--- src/hw/rtl/slip_rrb_pkg.sv ---
// slip_rrb_pkg: types and constants for the slip receive ring buffer
// request and result structs, slip byte codes, result kinds, mode and fsm enums
// no dependencies
package slip_rrb_pkg;

	localparam int unsigned BUF_DEPTH_DEF = 64;
	localparam int unsigned RES_LIMIT = 64;
	localparam logic [6:0] MAX_LEN_RST = 7'd62;

	localparam logic [7:0] CH_END = 8'o300;
	localparam logic [7:0] CH_ESC = 8'o333;
	localparam logic [7:0] CH_ESC_END = 8'o334;
	localparam logic [7:0] CH_ESC_ESC = 8'o335;

	localparam logic CMD_BYTE = 1'b0;
	localparam logic CMD_POLL = 1'b1;

	localparam logic [1:0] KIND_STATUS = 2'd0;
	localparam logic [1:0] KIND_DATA = 2'd1;
	localparam logic [1:0] KIND_NONE = 2'd2;

	// register index, taken from paddr[2]
	localparam logic REG_MAX_LENGTH = 1'b0;

	typedef enum logic [1:0] {
		MODE_NORMAL = 2'd0,
		MODE_ESC = 2'd1,
		MODE_DISCARD = 2'd2
	} mode_t;

	typedef enum logic [1:0] {
		ST_IDLE = 2'd0,
		ST_COUNT = 2'd1,
		ST_EMIT = 2'd2,
		ST_SCAN = 2'd3
	} fsm_t;

	typedef struct packed {
		logic command;
		logic [7:0] byte_value;
	} slip_req_t;

	typedef struct packed {
		logic [1:0] result_kind;
		logic [7:0] out_byte;
		logic last;
		logic frame_ready;
	} slip_rsp_t;

endpackage

--- src/hw/rtl/slip_rrb_ram.sv ---
// slip_rrb_ram: generic single-port-write, single-port-read ram
// registered read data; no dependencies
module slip_rrb_ram #(
	parameter int unsigned WIDTH = 8,
	parameter int unsigned DEPTH = 64
) (
	input logic clk,
	input logic we,
	input logic [$clog2(DEPTH)-1:0] waddr,
	input logic [WIDTH-1:0] wdata,
	input logic re,
	input logic [$clog2(DEPTH)-1:0] raddr,
	output logic [WIDTH-1:0] rdata
);

	logic [WIDTH-1:0] mem [DEPTH];
	logic [WIDTH-1:0] rdata_q;

	always_ff @(posedge clk) begin
		if (we) begin
			mem[waddr] <= wdata;
		end
		if (re) begin
			rdata_q <= mem[raddr];
		end
	end

	assign rdata = rdata_q;

endmodule

--- src/hw/rtl/slip_receive_ring_buffer.sv ---
// slip_receive_ring_buffer: slip receiver storing escaped line bytes in a ring
// depends on slip_rrb_pkg and slip_rrb_ram
//
// channel   | direction | handshake                    | payload
// ----------+-----------+------------------------------+---------------------
// request   | in        | start, busy (taken when !busy)| req (slip_req_t)
// result    | out       | rsp_valid strobe, one cycle  | rsp (slip_rsp_t)
// config    | in/out    | apb, pready tied high        | max_length at 0x0
//
// a line byte, or a poll with nothing ready, is handled without leaving idle and busy stays low
// any other poll holds busy while the stored bytes are read once to count and once to emit (only
// to count when dropped), then the entries up to the next END or the write pointer are scanned;
// one read port, one entry per cycle
// reset clears pointers and mode; the ring contents are not cleared
// results cannot be stalled: each is valid for exactly one cycle
module slip_receive_ring_buffer #(
	parameter int unsigned BUF_DEPTH = slip_rrb_pkg::BUF_DEPTH_DEF
) (
	input logic clk,
	input logic arst_n,
	input logic psel,
	input logic penable,
	input logic pwrite,
	input logic [2:0] paddr,
	input logic [31:0] pwdata,
	output logic [31:0] prdata,
	output logic pready,
	input logic start,
	output logic busy,
	input slip_rrb_pkg::slip_req_t req,
	output logic rsp_valid,
	output slip_rrb_pkg::slip_rsp_t rsp
);
	import slip_rrb_pkg::*;

	localparam int unsigned PTR_W = $clog2(BUF_DEPTH);
	typedef logic [PTR_W-1:0] ptr_t;
	localparam ptr_t LAST_POS = PTR_W'(BUF_DEPTH - 1);

	function automatic ptr_t next_pos(input ptr_t p);
		return (p == LAST_POS) ? '0 : p + 1'b1;
	endfunction

	fsm_t fsm_q, fsm_d;
	mode_t mode_q;
	ptr_t rs_q, pe_q, wi_q;
	ptr_t rd_ptr_q, addr_s1;
	logic v_s1;
	logic esc_q, over_q;
	logic [6:0] n_q, k_q;
	logic [6:0] max_len_q;
	logic rsp_valid_q, rsp_valid_d;
	slip_rsp_t rsp_q, rsp_d;

	logic accept, cfg_wr;
	logic [6:0] limit;
	logic [7:0] rdata;
	logic dec_have, dec_esc_n;
	logic [7:0] dec_val;
	ptr_t stop_ptr;
	logic walking, issue, found, walk_done, drop;

	mode_t b_mode;
	ptr_t b_wi, b_pe, b_nxt;
	logic b_we, b_ready, b_go;

	assign busy = (fsm_q != ST_IDLE);
	assign accept = start & ~busy;
	assign pready = 1'b1;
	assign cfg_wr = psel & penable & pwrite & (paddr[2] == REG_MAX_LENGTH);
	assign prdata = (paddr[2] == REG_MAX_LENGTH) ? {25'd0, max_len_q} : 32'd0;
	assign limit = (max_len_q > 7'(RES_LIMIT)) ? 7'(RES_LIMIT) : max_len_q;

	// unescape one stored byte
	always_comb begin
		dec_have = 1'b0;
		dec_val = '0;
		dec_esc_n = 1'b0;
		if (esc_q) begin
			if (rdata == CH_ESC_ESC) begin
				dec_val = CH_ESC;
				dec_have = 1'b1;
			end else if (rdata == CH_ESC_END) begin
				dec_val = CH_END;
				dec_have = 1'b1;
			end
		end else if (rdata == CH_ESC) begin
			dec_esc_n = 1'b1;
		end else begin
			dec_val = rdata;
			dec_have = 1'b1;
		end
	end

	// ring walk: one read issued per cycle, its data processed in the next cycle
	assign walking = (fsm_q == ST_COUNT) || (fsm_q == ST_EMIT) || (fsm_q == ST_SCAN);
	assign stop_ptr = (fsm_q == ST_SCAN) ? wi_q : pe_q;
	assign found = (fsm_q == ST_SCAN) && v_s1 && (rdata == CH_END);
	assign issue = walking && (rd_ptr_q != stop_ptr) && !found;
	assign walk_done = !issue && !v_s1;
	assign drop = over_q || (n_q == 7'd0);

	// line byte: pointer rules
	always_comb begin
		b_mode = mode_q;
		b_wi = wi_q;
		b_pe = pe_q;
		b_we = 1'b0;
		b_ready = 1'b0;
		b_go = 1'b1;
		b_nxt = next_pos(wi_q);
		case (mode_q)
			MODE_DISCARD: begin
				if (req.byte_value == CH_END) begin
					b_mode = MODE_NORMAL;
				end
				b_go = 1'b0;
			end
			MODE_ESC: begin
				if (req.byte_value != CH_ESC_END && req.byte_value != CH_ESC_ESC) begin
					b_mode = MODE_DISCARD;
					b_wi = pe_q;
					b_go = 1'b0;
				end else begin
					b_mode = MODE_NORMAL;
				end
			end
			default: ;
		endcase
		if (b_go) begin
			if (req.byte_value == CH_ESC) begin
				b_mode = MODE_ESC;
			end
			if (b_nxt == rs_q) begin
				// ring full: fall back to the last packet end
				b_mode = MODE_DISCARD;
				b_wi = pe_q;
			end else begin
				b_we = 1'b1;
				b_wi = b_nxt;
				if (req.byte_value == CH_END) begin
					if (wi_q != pe_q) begin
						if (rs_q == pe_q) begin
							b_pe = wi_q;
						end
						b_ready = 1'b1;
					end else begin
						b_wi = wi_q;
					end
				end
			end
		end
	end

	// next state
	always_comb begin
		fsm_d = fsm_q;
		case (fsm_q)
			ST_IDLE: begin
				if (accept && req.command == CMD_POLL && rs_q != pe_q) begin
					fsm_d = ST_COUNT;
				end
			end
			ST_COUNT: begin
				if (walk_done) begin
					fsm_d = drop ? ST_SCAN : ST_EMIT;
				end
			end
			ST_EMIT: begin
				if (walk_done) begin
					fsm_d = ST_SCAN;
				end
			end
			ST_SCAN: begin
				if (found || walk_done) begin
					fsm_d = ST_IDLE;
				end
			end
			default: fsm_d = ST_IDLE;
		endcase
	end

	// results
	always_comb begin
		rsp_valid_d = 1'b0;
		rsp_d = '0;
		case (fsm_q)
			ST_IDLE: begin
				if (accept) begin
					if (req.command == CMD_BYTE) begin
						rsp_valid_d = 1'b1;
						rsp_d.result_kind = KIND_STATUS;
						rsp_d.last = 1'b1;
						rsp_d.frame_ready = b_ready;
					end else if (rs_q == pe_q) begin
						rsp_valid_d = 1'b1;
						rsp_d.result_kind = KIND_NONE;
						rsp_d.last = 1'b1;
					end
				end
			end
			ST_COUNT: begin
				if (walk_done && drop) begin
					rsp_valid_d = 1'b1;
					rsp_d.result_kind = KIND_NONE;
					rsp_d.last = 1'b1;
				end
			end
			ST_EMIT: begin
				if (v_s1 && dec_have) begin
					rsp_valid_d = 1'b1;
					rsp_d.result_kind = KIND_DATA;
					rsp_d.out_byte = dec_val;
					rsp_d.last = ((k_q + 7'd1) == n_q);
				end
			end
			default: ;
		endcase
	end

	slip_rrb_ram #(
		.WIDTH(8),
		.DEPTH(BUF_DEPTH)
	) u_ring (
		.clk(clk),
		.we(accept && req.command == CMD_BYTE && b_we),
		.waddr(wi_q),
		.wdata(req.byte_value),
		.re(issue),
		.raddr(rd_ptr_q),
		.rdata(rdata)
	);

	always_ff @(posedge clk or negedge arst_n) begin
		if (!arst_n) begin
			fsm_q <= ST_IDLE;
			mode_q <= MODE_NORMAL;
			rs_q <= '0;
			pe_q <= '0;
			wi_q <= '0;
			v_s1 <= 1'b0;
			rsp_valid_q <= 1'b0;
			max_len_q <= MAX_LEN_RST;
		end else begin
			fsm_q <= fsm_d;
			v_s1 <= issue;
			rsp_valid_q <= rsp_valid_d;
			if (cfg_wr) begin
				max_len_q <= pwdata[6:0];
			end
			if (fsm_q == ST_IDLE && accept && req.command == CMD_BYTE) begin
				mode_q <= b_mode;
				wi_q <= b_wi;
				pe_q <= b_pe;
			end
			// free the packet and its END
			if ((fsm_q == ST_COUNT || fsm_q == ST_EMIT) && fsm_d == ST_SCAN) begin
				pe_q <= next_pos(pe_q);
			end
			if (fsm_q == ST_SCAN) begin
				if (found) begin
					rs_q <= pe_q;
					pe_q <= addr_s1;
				end else if (walk_done) begin
					rs_q <= pe_q;
				end
			end
		end
	end

	always_ff @(posedge clk) begin
		addr_s1 <= rd_ptr_q;
		rsp_q <= rsp_d;
		case (fsm_q)
			ST_IDLE: begin
				if (accept && req.command == CMD_POLL) begin
					rd_ptr_q <= rs_q;
					esc_q <= 1'b0;
					n_q <= '0;
					over_q <= 1'b0;
				end
			end
			ST_COUNT: begin
				if (issue) begin
					rd_ptr_q <= next_pos(rd_ptr_q);
				end
				if (v_s1) begin
					esc_q <= dec_esc_n;
					if (dec_have) begin
						if (n_q >= limit) begin
							over_q <= 1'b1;
						end else begin
							n_q <= n_q + 7'd1;
						end
					end
				end
				if (walk_done) begin
					rd_ptr_q <= drop ? next_pos(pe_q) : rs_q;
					esc_q <= 1'b0;
					k_q <= '0;
				end
			end
			ST_EMIT: begin
				if (issue) begin
					rd_ptr_q <= next_pos(rd_ptr_q);
				end
				if (v_s1) begin
					esc_q <= dec_esc_n;
					if (dec_have) begin
						k_q <= k_q + 7'd1;
					end
				end
				if (walk_done) begin
					rd_ptr_q <= next_pos(pe_q);
				end
			end
			ST_SCAN: begin
				if (issue) begin
					rd_ptr_q <= next_pos(rd_ptr_q);
				end
			end
			default: ;
		endcase
	end

	assign rsp_valid = rsp_valid_q;
	assign rsp = rsp_q;

endmodule
--- config.mk ---
export PLATFORM = sky130hd
export DESIGN_NAME = slip_receive_ring_buffer
export DESIGN_NICKNAME = d
export VERILOG_FILES = /design/src/hw/rtl/slip_rrb_pkg.sv /design/src/hw/rtl/slip_rrb_ram.sv /design/src/hw/rtl/slip_receive_ring_buffer.sv
export SDC_FILE = /design/constraint.sdc
export NUM_CORES = 1
export LEC_CHECK = 0
export BUFFER_PORTS_ARGS = -buffer_cell sky130_fd_sc_hd__buf_4
export CORE_UTILIZATION = 50
export DETAILED_ROUTE_END_ITERATION = 12
export GPL_TIMING_DRIVEN = 0
export HOLD_SLACK_MARGIN = 0.15
export PLACE_DENSITY = 0.75
export RECOVER_POWER = 50
export SETUP_SLACK_MARGIN = 0.4
export SYNTH_ARGS = -nofsm -noshare
export SYNTH_HDL_FRONTEND = slang
export SYNTH_HIERARCHICAL = 1
export SYNTH_SLANG_ARGS = --single-unit
--- constraint.sdc ---
create_clock -name clk -period 8.1 [get_ports clk]
set_input_delay 1.62 -clock clk [delete_from_list [all_inputs] [get_ports clk]]
set_output_delay 1.62 -clock clk [all_outputs]
set_load 0.03 [all_outputs]
* Word level (Yosys, flattened, before mapping) *
Memory sizes are Yosys's and may differ from the RTL's. A register that Yosys moved wholly into a read port is not among the register bits.
Cells that the tools add are included.

cells by class
  order comparisons = 2
  equality and inequality tests = 32
  add/subtract/negate cells = 5
  bitwise logic cells = 11
  reductions and logical operators = 39
  mux-type cells = 93

operator list
  operator                                                        number
  6-bit two-way mux                                               26
  7-bit two-way mux                                               9
  8-bit == test (second input constant)                           6
  8-bit two-way mux                                               4
  1-bit two-way mux                                               28
  2-bit two-way mux                                               14
  7-bit case mux with 2 select lines                              2
  6-bit case mux with 4 select lines                              1
  6-bit by 1-bit adder with 6-bit output (second input constant)  3
  6-bit == test (second input constant)                           3
  6-bit != test                                                   3
  8-bit != test (second input constant)                           2
  1-bit logical AND                                               15
  7-bit by 1-bit adder with 7-bit output (second input constant)  2
  6-bit == test                                                   2
  2-bit != test (second input constant)                           6
  2-bit nonzero test                                              6
  10-bit two-way mux                                              1
  5-bit AND reduction                                             2
  1-bit case mux with 3 select lines                              3
  2-bit == test (second input constant)                           4
  2-bit case mux with 4 select lines                              1
  4-bit AND reduction                                             2
  7-bit == test                                                   1
  other kinds (17)                                                36

storage, ports and cells
  logic and storage cells = 201
  memories kept = 1
  register bits after elaboration = 71
  RAM bits = 512
  output and inout bits = 47
  input port bits = 50

memory list
  memory      depth  width  read ports  clocked after memory_dff  write ports  RTL line            text
  u_ring.mem  64     8      1           1                         1            slip_rrb_ram.sv:16  logic [WIDTH-1:0] mem [DEPTH];

* Longest topological paths before layout *
  depth in word-level cells = 15
  gate-level depth with buffers = 11
  gate-level depth less buffers = 10

* Hierarchy *
The synthesis kept the hierarchy.

by module, submodules not included
  module                    times used  cells an instance  area an instance (um^2)
  slip_rrb_ram              1           940                20246.9
  slip_receive_ring_buffer  1           510                4799.6

* Least setup slack after synthesis *
Ideal clock, no wire load.

  path type = input to register
  start point = in req[5] in the netlist's numbering
  end point = mem u_ring.mem[62][0] (enable)
  required time = 7.730 ns
  setup slack = 3.819 ns
  arrival time = 3.910 ns
  library setup time = 0.370 ns
  cell stages on the path = 7
  path through = nand3b_4 -> or4_4 -> mux2_4 -> nor3_1 -> nor2b_1 -> nand3_1 -> nor2_1

on the way
  longest elaborated chain between the ends = 8

ends and longest elaborated chain
  item                                         RTL line                         text
  start, declared                              slip_receive_ring_buffer.sv:30   input slip_rrb_pkg::slip_req_t req,
  8-bit != test                                slip_receive_ring_buffer.sv:120  if (req.byte_value != CH_ESC_END && req.byte_value != CH_ESC_ESC) begin
  1-bit logical AND (*)                        slip_receive_ring_buffer.sv:120
  1-bit two-way mux (*)                        slip_receive_ring_buffer.sv:120
  1-bit case mux with 2 select lines (*)       slip_receive_ring_buffer.sv:112  case (mode_q)
  1-bit two-way mux (*)                        slip_receive_ring_buffer.sv:130  if (b_go) begin
  1-bit logical AND (*)                        slip_receive_ring_buffer.sv:226  .we(accept && req.command == CMD_BYTE && b_we),
  1-bit two-way mux (*)                        slip_rrb_ram.sv:20               if (we) begin
  1-bit two-way mux (not written as such) (*)  slip_rrb_ram.sv:21               mem[waddr] <= wdata;
  end, declared                                slip_rrb_ram.sv:16

Mark *: on every way between the ends. The rest lies on a longest branch, timed or not.

* Worst setup path after layout *
  start point = in req[5] in the netlist's numbering
  end point = mem u_ring.mem[1][0] (enable)

Same word-level chain as after synthesis.

==> qor.txt <==
status -> finished with violations
failing checks -> max-capacitance violations, max-slew violations
placed cell areas -> 0.0263 sq mm
Final HPWL DP -> 37,200 microns
Final Setup Violations -> 0
CTS Hold Bufs -> 0
fin nets -> 1,648
largest net degree at the start of global routing -> 68
Largest stage delay, worst path -> 1.06 ns
I/O pins -> 97
Sink Count -> 591
post-synthesis compound-gate area fraction -> 4.13%
Seq/Total Area, Yosys -> 69.5%
Startpoint Class -> input port
drt first pass iters -> 7
Flop pwr share -> 54.2%
Port Buf Inserts -> 43
initial antenna violation count -> 0
area share of the largest cell type after synthesis -> 65.0%
Congestion Overflow GR -> 0
vias in the first global route -> 13,786
area leader, netlist -> edfxtp_1
min cycle time layout -> 6.42 ns
clock skew -> 0.0286 ns
Core ar. -> 0.0492 sq mm
total track usage -> 23.5%
Final ANT Viol Nets -> 0
largest family of logic cells by synthesized area -> multiplexers
DIE AREA -> 0.0510 sq mm
Final Hold Violating Endpoints -> 0
RSZ-0062 raised after global routing -> no
Setup TNS -> 0 ns
Main synth FF type -> edfxtp_1
die height -> 226 microns
Yosys reg bits -> 591
CP endpoint kind -> register
cell family with most CP delay -> simple AND/OR/NAND/NOR gates
Synth async-reset ratio -> 5.25%
P&R area growth vs syn -> 12.5%
P_leak -> 9.36 nW
die width -> 226 microns
post-route cell area -> 0.0282 sq mm
Post-Layout Cell Count -> 2,288
crit path kind -> in -> reg
CTS tree -> done
Synth cell types -> 80
Root Buffer -> clkbuf_16
Reg2Reg Launch Point -> wi_q[5]$_DFFE_PN0P_
post-CTS resize count -> 0
clock power share -> 43.7%
cells taking the most area after synthesis -> edfxtp_1 (65%), mux4_2 (11%), dfrtp_1 (2.6%), nor2_1 (1.8%), mux2i_1 (1.6%)
fmax -> 156 MHz
Buffers & Inverters on Critical Path -> 1
Simple-Gate Fraction of Synth Area -> 6.42%
placed cells -> 2,181
via count -> 13,950
slew margin rel. -> -96.4%
Warnings, synthesis -> 6
count leader, synth -> edfxtp_1
Min-Delay Path Class -> reg -> reg
Mapped Cells -> 1,450
P_sw -> 1.22 mW
Hold Path Depth -> 2
XOR/XNOR Fraction of Synth Area -> 1.54%
Power Dens Cells -> 219 mW/mm^2
first-pass GRT wire length -> 87,100 microns
Mean Syn Cell Area -> 17.3 sq um
Rows -> 81
Initial Utilization -> 51.0%
most frequent cells after synthesis -> edfxtp_1 (542), mux4_2 (126), nor2_1 (122)
Clk pin slew, worst setup/hold paths -> 0.06 ns
Cell Chain, Critical Path -> clkbuf_1, nand3b_4, or4_4, mux2_4, nor3_1, nand3_1, nor2_1
Slowest cell on crit path -> clkbuf_1
Final Core Density -> 57.3%
WL final -> 58,200 microns
DRC -> 0
Critical Path AT -> 6.66 ns
Worst Reg2Reg Path Length in Cells -> 7
actual slew at the worst max-slew pin -> 2.95 ns
crit path max fanout -> 65
post-synthesis mux area share -> 14.5%
H-tree Lvls -> 2
# fillers -> 3,611
cell area after synthesis -> 0.0250 sq mm
cts bufs inserted -> 57
Post-synth EDFFs -> 542
final cycle utilization of the critical path -> 79.2%
combinational power share -> 2.1%
post-synthesis adder-cell area fraction -> 1.05%
R2R setup slack -> 3.27 ns
via/cell ratio -> 6.10
insertion delay to the later sink of the worst-skew pair -> 0.62 ns
reg2reg end -> u_ring/mem[1][0]$_DFFE_PP_
Worst EP required -> 8.34 ns
maximum root-to-sink buffer count -> 3
Peak VDD IR -> 0.165 mV
layout cells sized above 1 -> 22.1%
Setup Buffers After CTS -> 0
Hold Path Sink -> pe_q[5]$_DFF_PN0_
Iter 0 DRT Violations -> 1,546
P_int -> 4.95 mW
hold_sp -> addr_s1[5]$_DFF_P_
Max-Cap Viols -> 4
Switching Share -> 19.8%
diode count -> 0
Final Slew Violations -> 233
Placer Congestion -> 0.939
Routed WL per cell -> 25.4 microns
power by group through the flow:
stage / clock, mW / sequential [mW] / combinational, mW
2_1_floorplan: 0 / 3.41 / 0.0651
3_3_place_gp: 0 / 3.41 / 0.128
3_5_place_dp: 0 / 3.41 / 0.133
4_1_cts: 2.74 / 3.34 / 0.134
5_1_grt: 2.85 / 3.34 / 0.144
6_report: 2.70 / 3.34 / 0.130
worst max-delay path by stage:
| stage | start | endpoint | slack (ns) | depth (start not counted) |
|---|---|---|---|---|
| 2_1_floorplan | req[5] | u_ring/mem[62][0]$_DFFE_PP_ | 3.82 | 7 |
| 3_3_place_gp | req[2] | u_ring/mem[1][5]$_DFFE_PP_ | 2.09 | 7 |
| 3_5_place_dp | req[2] | u_ring/mem[1][3]$_DFFE_PP_ | 1.91 | 7 |
| 4_1_cts | req[2] | u_ring/mem[1][0]$_DFFE_PP_ | 2.58 | 7 |
| 5_1_grt | req[5] | u_ring/mem[1][0]$_DFFE_PP_ | 1.42 | 7 |
| 6_report | req[5] | u_ring/mem[1][0]$_DFFE_PP_ | 1.68 | 7 |
kinds of logic (layout without fill, tap and decap cells):
kind of cell / Yosys count / in the layout
adders and majority gates: 21 / 21
DFF: 591 / 591
AOI/OAI and AO/OA: 149 / 149
other: 2 / 26
xor gates and xnor gates: 44 / 44
buffers and inverters: 118 / 268
and+or+nand+nor: 324 / 324
muxes: 201 / 201
layout make-up:
class | count | area (sq um) | share of cell area (%)
Buffer | 100 | 624 | 2.22
Clock buffer | 69 | 1490 | 5.30
Clock inverter | 37 | 414 | 1.47
Inverter | 18 | 67.6 | 0.240
Multi-Input combinational cell | 765 | 7030 | 24.9
Sequential cell | 591 | 17400 | 61.8
Tap cell | 664 | 831 | 2.95
Timing Repair Buffer | 44 | 293 | 1.04
cells in the final DEF, fill, tap and decap left out, types with 15 or more instances in the layout:
cell       count
a21oi_1       27
buf_2         17
buf_4         76
clkbuf_1      51
clkbuf_16     58
clkinv_1      16
conb_1        26
dfrtp_1       26
dfxtp_1       18
edfxtp_1     542
ha_1          21
inv_1         16
mux2_2        27
mux2i_1       40
mux4_2       126
nand2_1       57
nand3_1       26
nor2_1       122
nor2b_1       30
nor3_1        17
o21ai_0       18
o21ai_1       15
xnor2_1       23
xor2_1        21
worst register-to-register path, cell delays in order (launching register included):
cell      delay [ns]
dfrtp_1         0.75
clkbuf_1        0.39
nand3_1         0.24
mux2i_1         0.30
a211oi_4        0.17
nor3_1          0.83
nand3_1         0.81
nor2_1          0.96
flip-flops by register name, summed over array words and instances, names as in the netlist, 2 cells and up:
| signal | cells |
|---|---|
| u_ring/mem | 512 |
| mode_q | 2 |
| addr_s1 | 6 |
| rs_q | 6 |
| rd_ptr_q | 6 |
| wi_q | 6 |
| n_q | 7 |
| rsp | 12 |
| k_q | 7 |
| u_ring/rdata | 8 |
| fsm_q | 2 |
| pe_q | 6 |
| max_len_q | 7 |
per-layer routing:
| layer | track usage [%] | vias up | share of wire (%) |
|---|---|---|---|
| met1 | 32.0 | 7068 | 39 |
| met3 | 4.93 | 146 | 11 |
| li1 | - | 5946 | - |
| met5 | 0 | - | 0 |
| met2 | 37.2 | 790 | 47 |
| met4 | 9.04 | 0 | 3.8 |
stage by stage:
stage               hold WS [ns]  setup WS (ns)  power, mW
floorplan                  0.409           3.82       3.47
global placement           0.426           2.09       3.53
detailed placement         0.421           1.91       3.54
CTS                        0.431           2.58       6.21
global route               0.451           1.42       6.34
finish                     0.431           1.68       6.17
Power figures use the tool's default switching activity.
